File: src/pilp_pkg.sv
package pilp_pkg;

	localparam int MAX_INDICES_DEF = 12;
	localparam int SLOTS_W = 4;
	localparam logic [SLOTS_W-1:0] SLOTS_RESET = 4'd12;

	localparam int CHAR_W = 8;
	localparam int VALUE_W = 31;
	localparam int POS_W = 4;
	localparam int OUT_TDATA_W = 48;

	localparam logic [CHAR_W-1:0] CHAR_NUL   = 8'h00;
	localparam logic [CHAR_W-1:0] CHAR_OPEN  = 8'h28;
	localparam logic [CHAR_W-1:0] CHAR_CLOSE = 8'h29;
	localparam logic [CHAR_W-1:0] CHAR_COMMA = 8'h2C;
	localparam logic [CHAR_W-1:0] CHAR_ZERO  = 8'h30;
	localparam logic [CHAR_W-1:0] CHAR_NINE  = 8'h39;

	localparam logic [VALUE_W-1:0] VALUE_MAX = 31'h7FFF_FFFF;

	typedef enum logic [2:0] {
		PH_SEEK,
		PH_OPENED,
		PH_NEED_DIGIT,
		PH_IN_NUM,
		PH_DRAIN
	} phase_t;

	typedef enum logic [2:0] {
		ST_MORE,
		ST_DONE,
		ST_NO_OPEN,
		ST_DIGIT,
		ST_COMMA,
		ST_TOO_MANY
	} status_t;

	typedef struct packed {
		logic               valid;
		logic [VALUE_W-1:0] index_value;
		logic [POS_W-1:0]   index_position;
		logic               value_valid;
		logic               value_stored;
		logic [POS_W-1:0]   index_count;
		status_t            status;
		logic               last;
	} result_t;

endpackage

File: src/pilp_in_stage.sv
module pilp_in_stage (
	input  logic                          clk,
	input  logic                          arst_n,
	input  logic                          in_valid,
	output logic                          in_ready,
	input  logic [pilp_pkg::CHAR_W-1:0]   in_char,
	input  logic                          advance,
	output logic                          valid_s1,
	output logic [pilp_pkg::CHAR_W-1:0]   char_s1
);

	assign in_ready = !valid_s1 || advance;

	always_ff @(posedge clk or negedge arst_n) begin
		if (!arst_n) begin
			valid_s1 <= 1'b0;
		end else if (in_ready) begin
			valid_s1 <= in_valid;
		end
	end

	always_ff @(posedge clk) begin
		if (in_valid && in_ready) begin
			char_s1 <= in_char;
		end
	end

endmodule

File: src/pilp_core.sv
module pilp_core #(
	parameter int MAX_INDICES = pilp_pkg::MAX_INDICES_DEF
) (
	input  logic                          clk,
	input  logic                          arst_n,
	input  logic                          cfg_we,
	input  logic [pilp_pkg::SLOTS_W-1:0]  cfg_data,
	input  logic                          step,
	input  logic [pilp_pkg::CHAR_W-1:0]   char_s1,
	output pilp_pkg::result_t             res
);

	localparam int CNT_W = $clog2(MAX_INDICES + 1);
	localparam int CMP_W = (CNT_W > pilp_pkg::SLOTS_W) ? CNT_W : pilp_pkg::SLOTS_W;

	pilp_pkg::phase_t                 phase_q, phase_d;
	logic [pilp_pkg::VALUE_W-1:0]     acc_q, acc_d;
	logic [CNT_W-1:0]                 cnt_q, cnt_d;
	logic [pilp_pkg::SLOTS_W-1:0]     slots_q;

	logic                             is_digit, is_nul, is_open, is_close, is_comma;
	logic                             at_max;
	logic [pilp_pkg::VALUE_W+3:0]     mul10;
	logic [pilp_pkg::VALUE_W-1:0]     acc_sat;
	pilp_pkg::phase_t                 fin_phase;

	logic                             emit, with_value, last, zero_cnt;
	pilp_pkg::status_t                status;
	logic [CMP_W-1:0]                 cnt_ext, pos_ext, limit_ext, slots_ext, max_ext;

	assign is_digit = (char_s1 >= pilp_pkg::CHAR_ZERO) && (char_s1 <= pilp_pkg::CHAR_NINE);
	assign is_nul   = (char_s1 == pilp_pkg::CHAR_NUL);
	assign is_open  = (char_s1 == pilp_pkg::CHAR_OPEN);
	assign is_close = (char_s1 == pilp_pkg::CHAR_CLOSE);
	assign is_comma = (char_s1 == pilp_pkg::CHAR_COMMA);
	assign at_max   = (cnt_q >= CNT_W'(MAX_INDICES));

	// acc * 10 + digit, clamped at the largest 31-bit value
	assign mul10 = ({4'b0, acc_q} << 3) + ({4'b0, acc_q} << 1)
		+ (pilp_pkg::VALUE_W+4)'(char_s1[3:0]);
	assign acc_sat = (mul10 > (pilp_pkg::VALUE_W+4)'(pilp_pkg::VALUE_MAX))
		? pilp_pkg::VALUE_MAX : mul10[pilp_pkg::VALUE_W-1:0];

	// a final result on the NUL itself rearms at once
	assign fin_phase = is_nul ? pilp_pkg::PH_SEEK : pilp_pkg::PH_DRAIN;

	always_comb begin
		phase_d = phase_q;
		acc_d   = acc_q;
		cnt_d   = cnt_q;
		case (phase_q)
			pilp_pkg::PH_OPENED, pilp_pkg::PH_NEED_DIGIT: begin
				if (is_digit) begin
					acc_d   = pilp_pkg::VALUE_W'(char_s1[3:0]);
					cnt_d   = cnt_q + CNT_W'(1);
					phase_d = pilp_pkg::PH_IN_NUM;
				end else begin
					phase_d = fin_phase;
				end
			end
			pilp_pkg::PH_IN_NUM: begin
				if (is_digit) begin
					acc_d = acc_sat;
				end else if (is_comma && !at_max) begin
					phase_d = pilp_pkg::PH_NEED_DIGIT;
				end else begin
					phase_d = fin_phase;
				end
			end
			pilp_pkg::PH_DRAIN: begin
				if (is_nul) begin
					phase_d = pilp_pkg::PH_SEEK;
				end
			end
			default: begin
				if (is_open || is_nul) begin
					acc_d = '0;
					cnt_d = '0;
				end
				if (is_open) begin
					phase_d = pilp_pkg::PH_OPENED;
				end else begin
					phase_d = pilp_pkg::PH_SEEK;
				end
			end
		endcase
	end

	always_comb begin
		emit       = 1'b0;
		with_value = 1'b0;
		last       = 1'b1;
		zero_cnt   = 1'b0;
		status     = pilp_pkg::ST_MORE;
		case (phase_q)
			pilp_pkg::PH_OPENED: begin
				emit   = !is_digit;
				status = is_close ? pilp_pkg::ST_DONE : pilp_pkg::ST_DIGIT;
			end
			pilp_pkg::PH_NEED_DIGIT: begin
				emit   = !is_digit;
				status = pilp_pkg::ST_DIGIT;
			end
			pilp_pkg::PH_IN_NUM: begin
				emit       = !is_digit;
				with_value = 1'b1;
				if (is_close) begin
					status = pilp_pkg::ST_DONE;
				end else if (is_comma && at_max) begin
					status = pilp_pkg::ST_TOO_MANY;
				end else if (is_comma) begin
					status = pilp_pkg::ST_MORE;
					last   = 1'b0;
				end else begin
					status = pilp_pkg::ST_COMMA;
				end
			end
			pilp_pkg::PH_DRAIN: begin
				emit = 1'b0;
			end
			default: begin
				emit     = is_nul;
				zero_cnt = 1'b1;
				status   = pilp_pkg::ST_NO_OPEN;
			end
		endcase
	end

	assign cnt_ext   = zero_cnt ? '0 : CMP_W'(cnt_q);
	assign pos_ext   = (cnt_ext != '0) ? cnt_ext - CMP_W'(1) : '0;
	assign slots_ext = CMP_W'(slots_q);
	assign max_ext   = CMP_W'(MAX_INDICES);
	assign limit_ext = (slots_ext > max_ext) ? max_ext : slots_ext;

	always_comb begin
		res.valid          = step && emit;
		res.index_value    = with_value ? acc_q : '0;
		res.index_position = with_value ? pos_ext[pilp_pkg::POS_W-1:0] : '0;
		res.value_valid    = with_value;
		res.value_stored   = with_value && (pos_ext < limit_ext);
		res.index_count    = cnt_ext[pilp_pkg::POS_W-1:0];
		res.status         = status;
		res.last           = last;
	end

	always_ff @(posedge clk or negedge arst_n) begin
		if (!arst_n) begin
			phase_q <= pilp_pkg::PH_SEEK;
			acc_q   <= '0;
			cnt_q   <= '0;
			slots_q <= pilp_pkg::SLOTS_RESET;
		end else begin
			if (step) begin
				phase_q <= phase_d;
				acc_q   <= acc_d;
				cnt_q   <= cnt_d;
			end
			if (cfg_we) begin
				slots_q <= cfg_data;
			end
		end
	end

endmodule

File: src/pilp_out_stage.sv
module pilp_out_stage (
	input  logic               clk,
	input  logic               arst_n,
	input  pilp_pkg::result_t  res,
	input  logic               out_ready,
	output logic               advance,
	output logic               valid_s2,
	output pilp_pkg::result_t  res_s2
);

	// the slot frees up in the same cycle its word is taken
	assign advance = !valid_s2 || out_ready;

	always_ff @(posedge clk or negedge arst_n) begin
		if (!arst_n) begin
			valid_s2 <= 1'b0;
		end else if (advance) begin
			valid_s2 <= res.valid;
		end
	end

	always_ff @(posedge clk) begin
		if (advance && res.valid) begin
			res_s2 <= res;
		end
	end

endmodule

File: src/paren_index_list_parser.sv
// Parenthesised decimal list parser.
// Input stream: one character per word on s_axis (tdata[7:0] = char_code);
// a NUL ends the string. Text before '(' is skipped, then unsigned decimal
// numbers separated by ',' and closed by ')' are parsed.
// Output stream: at most one result word per character on m_axis; tlast
// marks the word that ends the parse of a string. After a final result the
// block swallows characters up to the NUL and then looks for '(' again.
// cfg_we/cfg_data write slots_available; write only while the block is idle.
// Path: a character is taken into the input register, parsed by the core,
// and its result is registered in the result register that drives m_axis.
// Throughput: one character per clock while m_axis does not stall, set by
// the single parse step between the two registers.
// Reset: both stages empty, parser seeking '(', slots_available = 12.
// When m_axis stalls the result holds; s_axis stays ready while the input
// register is empty, then backs up.
module paren_index_list_parser #(
	parameter int MAX_INDICES = pilp_pkg::MAX_INDICES_DEF
) (
	input  logic                                 clk,
	input  logic                                 arst_n,
	input  logic                                 s_axis_tvalid,
	output logic                                 s_axis_tready,
	input  logic [pilp_pkg::CHAR_W-1:0]          s_axis_tdata,  // [7:0] char_code
	output logic                                 m_axis_tvalid,
	input  logic                                 m_axis_tready,
	// [30:0] index_value, [34:31] index_position, [35] value_valid,
	// [36] value_stored, [40:37] index_count, [43:41] status, [47:44] zero
	output logic [pilp_pkg::OUT_TDATA_W-1:0]     m_axis_tdata,
	output logic                                 m_axis_tlast,
	input  logic                                 cfg_we,
	input  logic [pilp_pkg::SLOTS_W-1:0]         cfg_data
);

	logic                         advance;
	logic                         valid_s1;
	logic [pilp_pkg::CHAR_W-1:0]  char_s1;
	pilp_pkg::result_t            res;
	pilp_pkg::result_t            res_s2;

	pilp_in_stage u_in (
		.clk      (clk),
		.arst_n   (arst_n),
		.in_valid (s_axis_tvalid),
		.in_ready (s_axis_tready),
		.in_char  (s_axis_tdata),
		.advance  (advance),
		.valid_s1 (valid_s1),
		.char_s1  (char_s1)
	);

	pilp_core #(
		.MAX_INDICES (MAX_INDICES)
	) u_core (
		.clk      (clk),
		.arst_n   (arst_n),
		.cfg_we   (cfg_we),
		.cfg_data (cfg_data),
		.step     (valid_s1 && advance),
		.char_s1  (char_s1),
		.res      (res)
	);

	pilp_out_stage u_out (
		.clk       (clk),
		.arst_n    (arst_n),
		.res       (res),
		.out_ready (m_axis_tready),
		.advance   (advance),
		.valid_s2  (m_axis_tvalid),
		.res_s2    (res_s2)
	);

	assign m_axis_tdata = {4'b0, res_s2.status, res_s2.index_count, res_s2.value_stored,
		res_s2.value_valid, res_s2.index_position, res_s2.index_value};
	assign m_axis_tlast = res_s2.last;

endmodule

File: config.mk
export PLATFORM = sky130hd
export DESIGN_NAME = paren_index_list_parser
export DESIGN_NICKNAME = d
export VERILOG_FILES = /design/src/pilp_pkg.sv /design/src/pilp_in_stage.sv /design/src/pilp_core.sv /design/src/pilp_out_stage.sv /design/src/paren_index_list_parser.sv
export SDC_FILE = /design/constraint.sdc
export NUM_CORES = 1
export LEC_CHECK = 0
export ABC_AREA = 1
export BUFFER_PORTS_ARGS = -buffer_cell sky130_fd_sc_hd__buf_2
export CAP_MARGIN = 20
export CORE_ASPECT_RATIO = 0.8
export CORE_UTILIZATION = 50
export DETAILED_ROUTE_END_ITERATION = 6
export GPL_TIMING_DRIVEN = 0
export HOLD_SLACK_MARGIN = 0.08
export PLACE_DENSITY = 0.69
export SYNTH_ARGS = -nofsm -noshare
export SYNTH_HDL_FRONTEND = slang
export SYNTH_HIERARCHICAL = 1
export SYNTH_SLANG_ARGS = --single-unit
File: constraint.sdc
create_clock -name clk -period 11.4 [get_ports clk]
set_clock_uncertainty 0.15 [all_clocks]
set_input_delay 2.28 -clock clk [delete_from_list [all_inputs] [get_ports clk]]
set_output_delay 2.28 -clock clk [all_outputs]
set_load 0.05 [all_outputs]
Yosys cells after proc, flatten, opt, wreduce, memory -nomap -nowiden
Cells that the tools add are included.

Flip-flop bits (word level): 97. Input bits: 17. Output and inout bits: 51. Logic and storage cells: 91.

Add/sub/neg operators: 4. Magnitude comparators: 6. Equality and inequality tests: 11. Multiplexer cells: 26. Bitwise gates (word level): 3. Reduce and logical (&&, ||, !) cells: 27.

Operator list (number): 31-bit two-way mux (4); 31-bit case mux with 3 select lines (1); 34-bit by 32-bit adder with 35-bit output (1); 35-bit by 4-bit adder with 35-bit output (1); 35-bit by 31-bit > comparator with 1-bit output, second input constant (1); 8-bit by 6-bit equality test with 1-bit output, second input constant (3); 3-bit two-way mux (8); 4-bit two-way mux (5); 3-bit case mux with 4 select lines (1); 3-bit case mux with 3 select lines (1); 8-bit by 6-bit greater-or-equal comparator with 1-bit output, second input constant (1); 8-bit by 6-bit <= comparator with 1-bit output, second input constant (1); 1-bit logical AND (8); 8-bit logical NOT (1); 4-bit case mux with 2 select lines (1); 3-bit by 2-bit equality test with 1-bit output, second input constant (2); 2-bit by 1-bit != test with 1-bit output, second input constant (3); 3-bit OR reduction (2); 5-bit AND reduction (1); 4-bit by 1-bit adder with 4-bit output, second input constant (1); 4-bit greater-or-equal comparator, second input constant (1); 4-bit > comparator, second input constant (1); 1-bit logical NOT (4); 4-bit less-than comparator (1); 16 further kinds (23).

Longest topological paths before layout
Gate-level depths: netlist of run 1.

Depth after elaboration: 7. Mapped depth: 20. Gate-level depth less buffers: 20.

Cells and area by module
Netlist of run 1, hierarchy kept.

By module, submodules not included: pilp_core (times used 1, cells an instance 770, area each 4957.3 um2, sequential area each 1053.5 um2); pilp_out_stage (times used 1, cells an instance 52, area each 1426.4 um2, sequential area each 1406.3 um2); pilp_in_stage (times used 1, cells an instance 14, area each 285.3 um2, sequential area each 265.3 um2); paren_index_list_parser (times used 1, cells an instance 7, area each 41.3 um2, sequential area each 0.0 um2).

Worst setup path after synthesis of run 1
Ideal clock, no wire load.

Path kind: in2reg. Start: input port m_axis_tready. End: register u_out/res_s2[0] (netlist name). Setup time: 0.465 ns. Data arrival time: 4.964 ns. Data required time: 10.785 ns. Setup slack: 5.822 ns. Stages: 8. Buffers on the path: 0. Cell sequence: inv_1 nand2_1 nand2_1 inv_1 inv_1 nor2_1 inv_1 a21oi_1.

RTL lines: start: declaration (RTL line paren_index_list_parser.sv:25) `input logic m_axis_tready,`.

Worst setup path after layout of run 1
Start: input port m_axis_tready. End: output port s_axis_tready.

Word-level cells in the longest chain between the ends: 2.

Ends and longest elaborated chain: 1-bit logical OR (RTL line pilp_out_stage.sv:12) `assign advance = !valid_s2 || out_ready;`; net advance (RTL line paren_index_list_parser.sv:34) `logic advance;`; 1-bit logical OR (RTL line pilp_in_stage.sv:12) `assign in_ready = !valid_s1 || advance;`; end: declaration (RTL line paren_index_list_parser.sv:22) `output logic s_axis_tready,`.

The timed path passes the listed nets, and every way through them passes these cells.

==> out/metrics.csv, run 1 <==
stage;metric;value;unit
sta;worst_slew_pin_slew;0.750;ns
die;dieArea;13800;um^2
finish;stdcell_count;1101;
hold_path;hp-class;flop to flop;
hold_path;min_from;u_core/slots_ext[0]$_DFFE_PN0P_;
logic_synthesis;synthCells;842;
clocking;cts_resized;0;
setup_path;cp-end-kind;output port;
drt;wire_per_inst;13.0;um
finish;multiInputGateArea;3400;um^2
clocking;htreeDepth;3;
power_and_ir_drop;pwr_density_cell;163;nW/um^2
setup_path;path_class;input port to output port;
clocking;clock_latency;0.35;ns
finish;regArea;2700;um^2
place;placed_cells;1084;
clocking;clock-sinks;97;
power_and_ir_drop;power;1.24;mW
setup_path;worstPathArrival;2.92;ns
setup_path;cp_slowest_cell;buf_2;
die;fp.dieW;131;um
drt;detailedRoute.firstPassIterationCount;5;
clocking;cts.clk_slew.worst_paths;0.07;ns
die;start_util;0.515;
finish;drive_above_1_share;0.146;
global_routing;overflow;0;
setup_path;worst-path-max-fanout;3;
hold_path;hold_path_depth;1;
global_routing;grt_pass1_wl;24200;um
drt;vias_per_cell;4.97;
sta;rsz0062_at_grt;no;
place;portBuffers;63;
drt;drt_iter0_drc;390;
sta;setup_tns;0;ns
finish;final_nets;1006;
sta;hold_violations;0;
setup_path;r2r_cells;16;
sta;fmax;187;MHz
global_routing;grtUsageTotal;0.221;
sta;finalSetupViolations;0;
clocking;hold_buffers;0;
clocking;post_cts_buffers;0;
setup_path;r2r_start;u_in/char_s1[3]$_DFFE_PP_;
die;coreArea;13000;um^2
drt;drc_errors;0;
clocking;cts_buffer_depth;2;
die;ios;68;
logic_synthesis;synth-warning-count;6;
power_and_ir_drop;power.leakage;4.08;nW
logic_synthesis;netlist_area;6680;um^2
finish;antennaDiodeCount;0;
setup_path;crit_path_max_incr_delay;0.21;ns
global_routing;grt_pass1_vias;5088;
finish;nFillCells;1212;
place;dp_hpwl;10800;um
die;rows;37;
logic_synthesis;syn_avg_cell_area;7.93;um^2
sta;period_minus_slack;5.35;ns
drt;ant_nets;0;
setup_path;worstPathRequired;8.97;ns
drt;wl;14300;um
power_and_ir_drop;vdd_ir_drop_max;0.0915;mV
die;die_y;105;um
clocking;numCtsBuffers;9;
sta;finalCritPeriodShare;0.470;
clocking;cts_root_buf;clkbuf_16;
setup_path;r2r-end;u_core/acc_q[1]$_DFFE_PN0P_;
drt;vias;5475;
clocking;cts_tree;built;
setup_path;cp-start-kind;input port;
hold_path;min_to;u_core/slots_ext[0]$_DFFE_PN0P_;
place;gp_congestion;0.900;
sta;slew_violations;0;
sta;slew_headroom;0.499;
finish;area_growth;13.7;%
setup_path;ff2ff_setup_slack;8.15;ns
run;cap_violations;0;
run_status;status;finished, final reports clean;
setup_path;crit_path_cell_trace;buf_2 -> inv_1 -> nand2_1 -> inv_1 -> nand2_1 -> buf_2;
global_routing;grt_max_degree;45;
global_routing;antenna_found_initial;0;
per-layer routing:
layer	global-route usage	wire (um)	share of wire	vias to the layer above
li1	-	-	-	2852
met1	0.318	7320	0.51	2489
met2	0.335	6160	0.43	123
met3	0.0409	671	0.047	11
met4	0.0689	152	0.011	0
met5	0	0	0	-
cell type report:
class | count | share of cell area
Buffer | 17 | 0.0158
Clock buffer | 10 | 0.0301
Clock inverter | 6 | 0.0119
Inverter | 131 | 0.0647
Multi-Input combinational cell | 600 | 0.447
Sequential cell | 97 | 0.355
Tap cell | 175 | 0.0288
Timing Repair Buffer | 65 | 0.0468
layout by cell type, fill, tap and decap left out, types with 3 or more instances in the layout:
cell type and count:
inv_2 4, inv_1 127, clkbuf_16 9, a21oi_1 39
buf_2 66, buf_6 3, nand4_1 4, nand3b_1 4
nor2_2 4, conb_1 4, nand3_1 23, a221oi_1 3
edfxtp_1 53, nor2_1 92, dfrtp_1 42, buf_1 3
o21ai_0 14, xnor2_1 7, nand2_2 12, ha_1 66
nand2_1 246, nor4_1 3, a31oi_1 3, and3_1 3
nor3_1 6, o21ai_2 7, o21ai_1 13, xor2_1 16
buf_4 8
sequential cells by signal (all words and copies together), names as in the netlist:
name	count
u_in/valid_s1	1
u_out/valid_s2	1
u_core/slots_ext	4
u_core/acc_q	31
u_core/phase_q	3
u_in/char_s1	8
u_out/res_s2	45
u_core/cnt_q	4
worst max-delay path, delay by kind of cell:
| family | cells | cell delay [ns] |
|---|---|---|
| buffers and inverters | 4 | 0.49 |
| and+or+nand+nor | 2 | 0.16 |
how the worst max path moves through the flow:
| stage | from | endpoint | slack, ns | cells past startpoint |
|---|---|---|---|---|
| 6_report | m_axis_tready | s_axis_tready | 6.05 | 6 |
| 5_1_grt | m_axis_tready | s_axis_tready | 5.97 | 6 |
| 4_1_cts | m_axis_tready | s_axis_tready | 6.04 | 6 |
| 3_5_place_dp | m_axis_tready | s_axis_tready | 6.04 | 6 |
| 3_3_place_gp | m_axis_tready | u_out/res_s2[28]$_DFFE_PP_ | 4.46 | 9 |
| 2_1_floorplan | m_axis_tready | u_out/res_s2[0]$_DFFE_PP_ | 5.91 | 8 |
through the flow:
stage          instance area [um^2]   util  setup slack, ns  hold WS [ns]
3_3_place_gp                   7230  0.557             4.46         0.350
3_5_place_dp                   7260  0.560             6.04         0.357
5_1_grt                        7600  0.586             5.97         0.382
2_1_floorplan                  6690      -             5.91         0.322
4_1_cts                        7580  0.584             6.04         0.367
6_report                       7600  0.586             6.05         0.363
where the power goes:
group	leakage [nW]	total, mW	internal (mW)	switching (mW)
clock	0.153	0.325	0.193	0.131
combinational	2.84	0.450	0.126	0.324
sequential	1.09	0.460	0.434	0.0259
total	4.08	1.24	0.754	0.481
Power figures use the tool's default switching activity.
==> inputs of run 2 (changes only) <==
--- a/config.mk
+++ b/config.mk
@@ -5,7 +5,7 @@
 export SDC_FILE = /design/constraint.sdc
 export NUM_CORES = 1
 export LEC_CHECK = 0
-export ABC_AREA = 1
+export ABC_AREA = 0
 export BUFFER_PORTS_ARGS = -buffer_cell sky130_fd_sc_hd__buf_2
 export CAP_MARGIN = 20
 export CORE_ASPECT_RATIO = 0.8
@@ -13,7 +13,7 @@
 export DETAILED_ROUTE_END_ITERATION = 6
 export GPL_TIMING_DRIVEN = 0
 export HOLD_SLACK_MARGIN = 0.08
-export PLACE_DENSITY = 0.69
+export PLACE_DENSITY = 0.72
 export SYNTH_ARGS = -nofsm -noshare
 export SYNTH_HDL_FRONTEND = slang
 export SYNTH_HIERARCHICAL = 1
==> constraint.sdc (replaced) <==
create_clock -name clk -period 4.35 [get_ports clk]
set_clock_uncertainty 0.15 [all_clocks]
set_input_delay 0.87 -clock clk [delete_from_list [all_inputs] [get_ports clk]]
set_output_delay 0.87 -clock clk [all_outputs]
set_load 0.05 [all_outputs]
==> run 2 against run 1 <==
- via count hardly changed
- register-to-register slack got worse by 7.7 ns
- clock-buffer cell count did not move
- combinational power grew to 5.8 times the previous value
- global-route usage up 3.5 points
- wire length up 12%
- sequential share of layout area is 1.3 points higher
- die area is 3.8% lower
- synthesized cell count decreased by 21%
- area after synthesis shrank 3.8%
- critical path type is now flop to flop
- critical endpoint is now u_core/acc_q[21]$_DFFE_PN0P_
- largest power group is now combinational logic
==> out/metrics.csv, run 2 <==
stage;metric;value;unit;change
run_status;status;finished, final reports clean;;
power_and_ir_drop;vdd_ir_drop_max;0.339;mV;+270%
setup_path;r2r-end;u_core/acc_q[21]$_DFFE_PN0P_;;
sta;finalSetupViolations;0;;unchanged
sta;period_minus_slack;3.91;ns;
global_routing;grt_pass1_vias;4993;;-1.9%
setup_path;worstPathArrival;3.97;ns;+1.05 ns
place;portBuffers;63;;unchanged
setup_path;worstPathRequired;4.41;ns;-4.56 ns
run;cap_violations;0;;unchanged
die;start_util;0.521;;+0.00523
setup_path;r2r_cells;13;;-3
setup_path;path_class;flop to flop;;
clocking;cts_root_buf;clkbuf_16;;
die;rows;36;;-2.7%
sta;fmax;256;MHz;
setup_path;worst-path-max-fanout;10;;+7
drt;wire_per_inst;17.4;um;+34%
setup_path;ff2ff_setup_slack;0.44;ns;-7.71 ns
sta;rsz0062_at_grt;no;;
finish;final_nets;831;;-17%
setup_path;crit_path_cell_trace;ha_1 -> ha_1 -> buf_2 -> nand4_1 -> nor4_1 -> o2111ai_1 -> a211oi_1 -> nor3_1 -> mux2i_1 -> a211oi_4 -> buf_12 -> buf_2 -> a31oi_1;;
clocking;cts_buffer_depth;2;;unchanged
drt;drt_iter0_drc;561;;+44%
clocking;numCtsBuffers;9;;unchanged
logic_synthesis;synth-warning-count;6;;unchanged
global_routing;grt_pass1_wl;25600;um;+6.0%
finish;final_common_cell;buf_2;;
logic_synthesis;netlist_area;6420;um^2;-3.8%
global_routing;grtUsageTotal;0.256;;+0.0349
finish;largest_reg_flops;45;;unchanged
setup_path;crit_path_max_incr_delay;0.48;ns;+0.27 ns
power_and_ir_drop;power.leakage;3.28;nW;-20%
die;fp.dieW;129;um;-1.9%
clocking;clock_latency;0.36;ns;about the same
sta;hold_ws;0.307;ns;-0.0568 ns
sta;slew_violations;0;;unchanged
die;ios;68;;unchanged
die;die_y;103;um;-1.9%
drt;detailedRoute.firstPassIterationCount;5;;unchanged
drt;ant_nets;0;;unchanged
sta;worst_slew_pin_slew;0.662;ns;-0.0883 ns
setup_path;cp-start-kind;flop;;
sta;setup_tns;0;ns;unchanged
clocking;clock-sinks;97;;unchanged
logic_synthesis;synthCells;665;;-21%
global_routing;overflow;0;;unchanged
logic_synthesis;syn_avg_cell_area;9.66;um^2;+22%
place;dp_hpwl;12000;um;+11%
drt;vias_per_cell;5.94;;+19%
sta;finalCritPeriodShare;0.899;;
finish;reg_top3;u_out/res_s2 x45, u_core/acc_q x31, u_in/char_s1 x8;;
finish;antennaDiodeCount;0;;unchanged
finish;drive_above_1_share;0.153;;+0.00734
sta;hold_violations;0;;unchanged
finish;nFillCells;1071;;-12%
global_routing;grt_max_degree;46;;+2.2%
sta;slew_headroom;0.559;;+0.0600
global_routing;antenna_found_initial;0;;unchanged
power_and_ir_drop;pwr_density_cell;643;nW/um^2;+300%
die;dieArea;13300;um^2;-3.8%
place;gp_congestion;0.973;;+8.1%
drt;wl;16000;um;+12%
clocking;cts_tree;built;;
finish;regMostFlops;u_out/res_s2;;
setup_path;cp-end-kind;flop;;
drt;vias;5478;;+0.055%
hold_path;hp-class;input port to asynchronous set/reset pin;;
die;coreArea;12300;um^2;-4.8%
drt;drc_errors;0;;unchanged
finish;area_growth;14.1;%;
finish;layout_common_cells;70 x buf_2, 66 x ha_1, 58 x o21ai_0;;
clocking;htreeDepth;3;;unchanged
setup_path;cp_slowest_cell;a211oi_1;;
setup_path;r2r_start;u_core/acc_q[15]$_DFFE_PN0P_;;
clocking;cts.clk_slew.worst_paths;0.07;ns;about the same
-- run 2: cell type report --
class                   count  area [um^2]  area share
inverters                  31          116      0.0159
flip-flops and latches     97         2700       0.368
plain buffers              38          179      0.0244
clock inverters             6         65.1     0.00888
well taps                 171          214      0.0292
multi-input cells         502         3450       0.471
clock buffers              10          229      0.0312
repair buffers             67          383      0.0522
-- run 2: per-layer routing --
metal	share of wire	vias up	track usage
met3	0.088	14	0.0535
met5	0	-	0
met4	0.013	0	0.0706
met1	0.48	2582	0.379
met2	0.42	283	0.377
li1	-	2599	-
-- run 2: where the power goes --
part           leakage (nW)  switching (mW)  internal [mW]
Combinational          2.06            1.58           1.05
Sequential             1.07           0.170           1.10
Clock                 0.145           0.365          0.448
-- run 2: worst max path at each step --
stage                                       from                      endpoint  cells past startpoint
floorplan              u_in/char_s1[3]$_DFFE_PP_  u_core/acc_q[20]$_DFFE_PN0P_                     12
global placement    u_core/acc_q[23]$_DFFE_PN0P_  u_core/acc_q[23]$_DFFE_PN0P_                     12
detailed placement     u_in/char_s1[3]$_DFFE_PP_  u_core/acc_q[21]$_DFFE_PN0P_                     12
CTS                    u_in/char_s1[3]$_DFFE_PP_  u_core/acc_q[21]$_DFFE_PN0P_                     12
global route        u_core/acc_q[21]$_DFFE_PN0P_  u_core/acc_q[23]$_DFFE_PN0P_                     13
finish              u_core/acc_q[15]$_DFFE_PN0P_  u_core/acc_q[21]$_DFFE_PN0P_                     13
-- run 2: repair_timing --
item | 4_1_cts | 5_1_grt
endpoints found under the setup margin | 0 | 27
hold buffers | 0 | 0
resized for setup | 0 | 1
buffers inserted | 0 | 3
endpoints found under the hold margin | 0 | 0
-- run 2: metrics by stage --
stage | util | area (um^2) | setup slack (ns) | total power, mW | cells
after floorplan | - | 6440 | 1.10 | 3.10 | 668
after global placement | 0.564 | 6970 | 0.287 | 3.60 | 902
after detailed placement | 0.564 | 6970 | 0.246 | 3.69 | 902
after CTS | 0.588 | 7260 | 0.178 | 4.53 | 918
after global routing | 0.594 | 7330 | 0.179 | 5.07 | 922
final | 0.594 | 7330 | 0.437 | 4.71 | 922
-- run 2: worst max-delay path, delay by kind of cell, from the launching register on --
kind	cells	cell delay, ns
adder cells (fa/ha/maj)	2	0.62
AND/OR/NAND/NOR	3	0.77
buffers and inverters	3	0.62
AO/OA/AOI/OAI	4	1.00
multiplexers	1	0.18
flip-flops	1	0.42
==> inputs of run 3 (changes only) <==
--- a/config.mk
+++ b/config.mk
@@ -13,7 +13,9 @@
 export DETAILED_ROUTE_END_ITERATION = 6
 export GPL_TIMING_DRIVEN = 0
 export HOLD_SLACK_MARGIN = 0.08
-export PLACE_DENSITY = 0.72
+export MAX_ROUTING_LAYER = met4
+export PLACE_DENSITY = 0.7
+export SETUP_SLACK_MARGIN = 0.3
 export SYNTH_ARGS = -nofsm -noshare
 export SYNTH_HDL_FRONTEND = slang
 export SYNTH_HIERARCHICAL = 1
==> constraint.sdc (replaced) <==
create_clock -name clk -period 4.85 [get_ports clk]
set_clock_uncertainty 0.15 [all_clocks]
set_input_delay 0.97 -clock clk [delete_from_list [all_inputs] [get_ports clk]]
set_output_delay 0.97 -clock clk [all_outputs]
set_load 0.05 [all_outputs]
==> run 3 against run 2 <==
- via count decreased by 3.6%
- worst hold slack gained 0.055 ns
- global-route usage increased by 1.5 points
- critical endpoint unchanged
- largest cell class unchanged
==> out/metrics.csv, run 3 (synthesis results as in run 2) <==
stage;metric;value;unit;change
finish;reg_top3;u_out/res_s2 x45, u_core/acc_q x31, u_in/char_s1 x8;;
global_routing;global_route.usage.met2;0.398;;+0.0204
setup_path;crit_path_cell_trace;ha_1 -> ha_1 -> buf_2 -> nand4_1 -> nor4_2 -> o2111ai_1 -> a211oi_1 -> nor3_1 -> mux2i_1 -> a211oi_4 -> buf_2 -> a31oi_1;;
power_and_ir_drop;pwr_density_cell;564;nW/um^2;-12%
global_routing;grt_pass1_vias;5100;;+2.1%
place;portBuffers;63;;unchanged
finish;nFillCells;1111;;+3.7%
power_and_ir_drop;power;4.13;mW;-12%
drt;ant_nets;0;;unchanged
global_routing;use_met1;0.385;;+0.00592
global_routing;overflow;0;;unchanged
clocking;clock-sinks;97;;unchanged
setup_path;r2r_start;u_core/acc_q[17]$_DFFE_PN0P_;;
drt;vias_per_cell;5.74;;-3.4%
sta;hold_ws;0.361;ns;+0.0548 ns
setup_path;critPathBufInv;2;;-1
clocking;post_cts_buffers;0;;unchanged
global_routing;grt_max_degree;46;;unchanged
global_routing;antenna_found_initial;0;;unchanged
clocking;cts_buffer_depth;2;;unchanged
sta;slew_headroom;0.544;;-0.0151
sta;finalSetupViolations;0;;unchanged
finish;regMostFlops;u_out/res_s2;;
place;post-place-ws;0.507;ns;+0.261 ns
drt;drt_iter0_drc;405;;-28%
sta;setup_tns;0;ns;unchanged
clocking;cts_resized;0;;unchanged
die;fp.dieW;129;um;unchanged
clocking;numCtsBuffers;9;;unchanged
drt;wire_per_inst;17.6;um;+1.4%
finish;multiInputGateArea;3450;um^2;about the same
global_routing;grt_pass1_wl;26400;um;+2.9%
global_routing;use_met3;0.0566;;+0.00309
sta;rsz0062_at_grt;no;;
place;dp_hpwl;12400;um;+3.8%
drt;vias;5280;;-3.6%
sta;finalCritPeriodShare;0.914;;+0.0143
setup_path;r2r_cells;12;;-1
setup_path;cp-start-kind;flop;;
run;cap_violations;0;;unchanged
place;gp_congestion;0.958;;-1.5%
clocking;hold_buffers;0;;unchanged
die;die_y;103;um;unchanged
global_routing;grtUsageTotal;0.271;;+0.0155
drt;detailedRoute.firstPassIterationCount;5;;unchanged
setup_path;r2r-end;u_core/acc_q[21]$_DFFE_PN0P_;;
clocking;cts.clk_slew.worst_paths;0.07;ns;about the same
setup_path;cp_slowest_cell;a211oi_1;;
power_and_ir_drop;vdd_ir_drop_max;0.333;mV;-1.9%
finish;area_growth;13.9;%;
die;coreArea;12300;um^2;unchanged
run_status;status;finished, final reports clean;;
sta;period_minus_slack;4.43;ns;+0.519 ns
setup_path;crit_path_max_incr_delay;0.60;ns;+0.12 ns
setup_path;ff2ff_setup_slack;0.42;ns;-0.02 ns
hold_path;min_to;u_core/slots_ext[0]$_DFFE_PN0P_;;
die;rows;36;;unchanged
setup_path;crit_family;compound AO/OA/AOI/OAI gates;;
hold_path;min_from;u_core/slots_ext[0]$_DFFE_PN0P_;;
sta;worst_slew_pin_slew;0.685;ns;+0.0226 ns
clocking;cts_root_buf;clkbuf_16;;
hold_path;hp-class;flop to flop;;
power_and_ir_drop;power.leakage;3.26;nW;-0.51%
sta;hold_violations;0;;unchanged
clocking;cts_tree;built;;
setup_path;path_class;flop to flop;;
setup_path;cp-end-kind;flop;;
die;dieArea;13300;um^2;unchanged
sta;fmax;226;MHz;-12%
hold_path;hold_path_depth;1;;
setup_path;worstPathArrival;4.47;ns;+0.50 ns
setup_path;worstPathRequired;4.89;ns;+0.48 ns
finish;final_common_cell;buf_2;;
finish;layout_common_cells;70 x buf_2, 66 x ha_1, 58 x o21ai_0;;
die;start_util;0.521;;unchanged
clocking;clock_latency;0.35;ns;about the same
finish;regArea;2700;um^2;unchanged
sta;slew_violations;0;;unchanged
drt;wl;16200;um;+1.2%
finish;drive_above_1_share;0.148;;-0.00473
finish;largest_reg_flops;45;;unchanged
drt;drc_errors;0;;unchanged
clocking;htreeDepth;3;;unchanged
global_routing;top_usage_layer;met2;;
setup_path;worst-path-max-fanout;10;;unchanged
sta;layout_setup_ws;0.418;ns;-0.0190 ns
die;ios;68;;unchanged
finish;final_nets;828;;-0.36%
## run 3: cell count changes in the layout (fill, tap and decap cells not counted), sizes merged
cell,change
buf,-3
clkinv,-3
clkbuf,+2
bufinv,+1
clkinvlp,+1
diode,+1
inv,-1
## run 3: per-layer routing
metal	wire [um]	part of all wire	vias to the layer above
li1	-	-	2587
met1	8320	0.51	2545
met2	6780	0.42	139
met3	972	0.060	9
met4	146	0.0090	0
met5	0	0	-
## run 3: area by class of cell
class | instances | area share
Antenna cell | 1 | 0.000342
Buffer | 38 | 0.0245
Clock buffer | 12 | 0.0323
Clock inverter | 4 | 0.0108
Inverter | 31 | 0.0159
Multi-Input combinational cell | 502 | 0.472
Sequential cell | 97 | 0.368
Tap cell | 171 | 0.0292
Timing Repair Buffer | 64 | 0.0469
## run 3: how the worst max path moves through the flow
stage | start | end | slack, ns | cells past startpoint
after floorplan | u_in/char_s1[3]$_DFFE_PP_ | u_core/acc_q[20]$_DFFE_PN0P_ | 1.60 | 12
after global placement | u_core/acc_q[15]$_DFFE_PN0P_ | u_core/acc_q[21]$_DFFE_PN0P_ | 0.48 | 12
after detailed placement | u_core/acc_q[15]$_DFFE_PN0P_ | u_core/acc_q[21]$_DFFE_PN0P_ | 0.51 | 12
after CTS | u_core/acc_q[15]$_DFFE_PN0P_ | u_core/acc_q[21]$_DFFE_PN0P_ | 0.47 | 12
after global routing | u_core/acc_q[22]$_DFFE_PN0P_ | u_core/acc_q[18]$_DFFE_PN0P_ | 0.32 | 12
final | u_core/acc_q[17]$_DFFE_PN0P_ | u_core/acc_q[21]$_DFFE_PN0P_ | 0.42 | 12
## run 3: where the power goes
part,internal [mW],switching (mW),total [mW]
registers,0.987,0.156,1.14
clock network,0.456,0.311,0.768
logic,0.827,1.39,2.22
## run 3: metrics by stage
stage          cell area (um^2)  instances  utilization
6_report                   7320        920        0.593
5_1_grt                    7310        919        0.593
4_1_cts                    7280        918        0.590
3_5_place_dp               6970        902        0.564
2_1_floorplan              6440        668            -
3_3_place_gp               6970        902        0.564
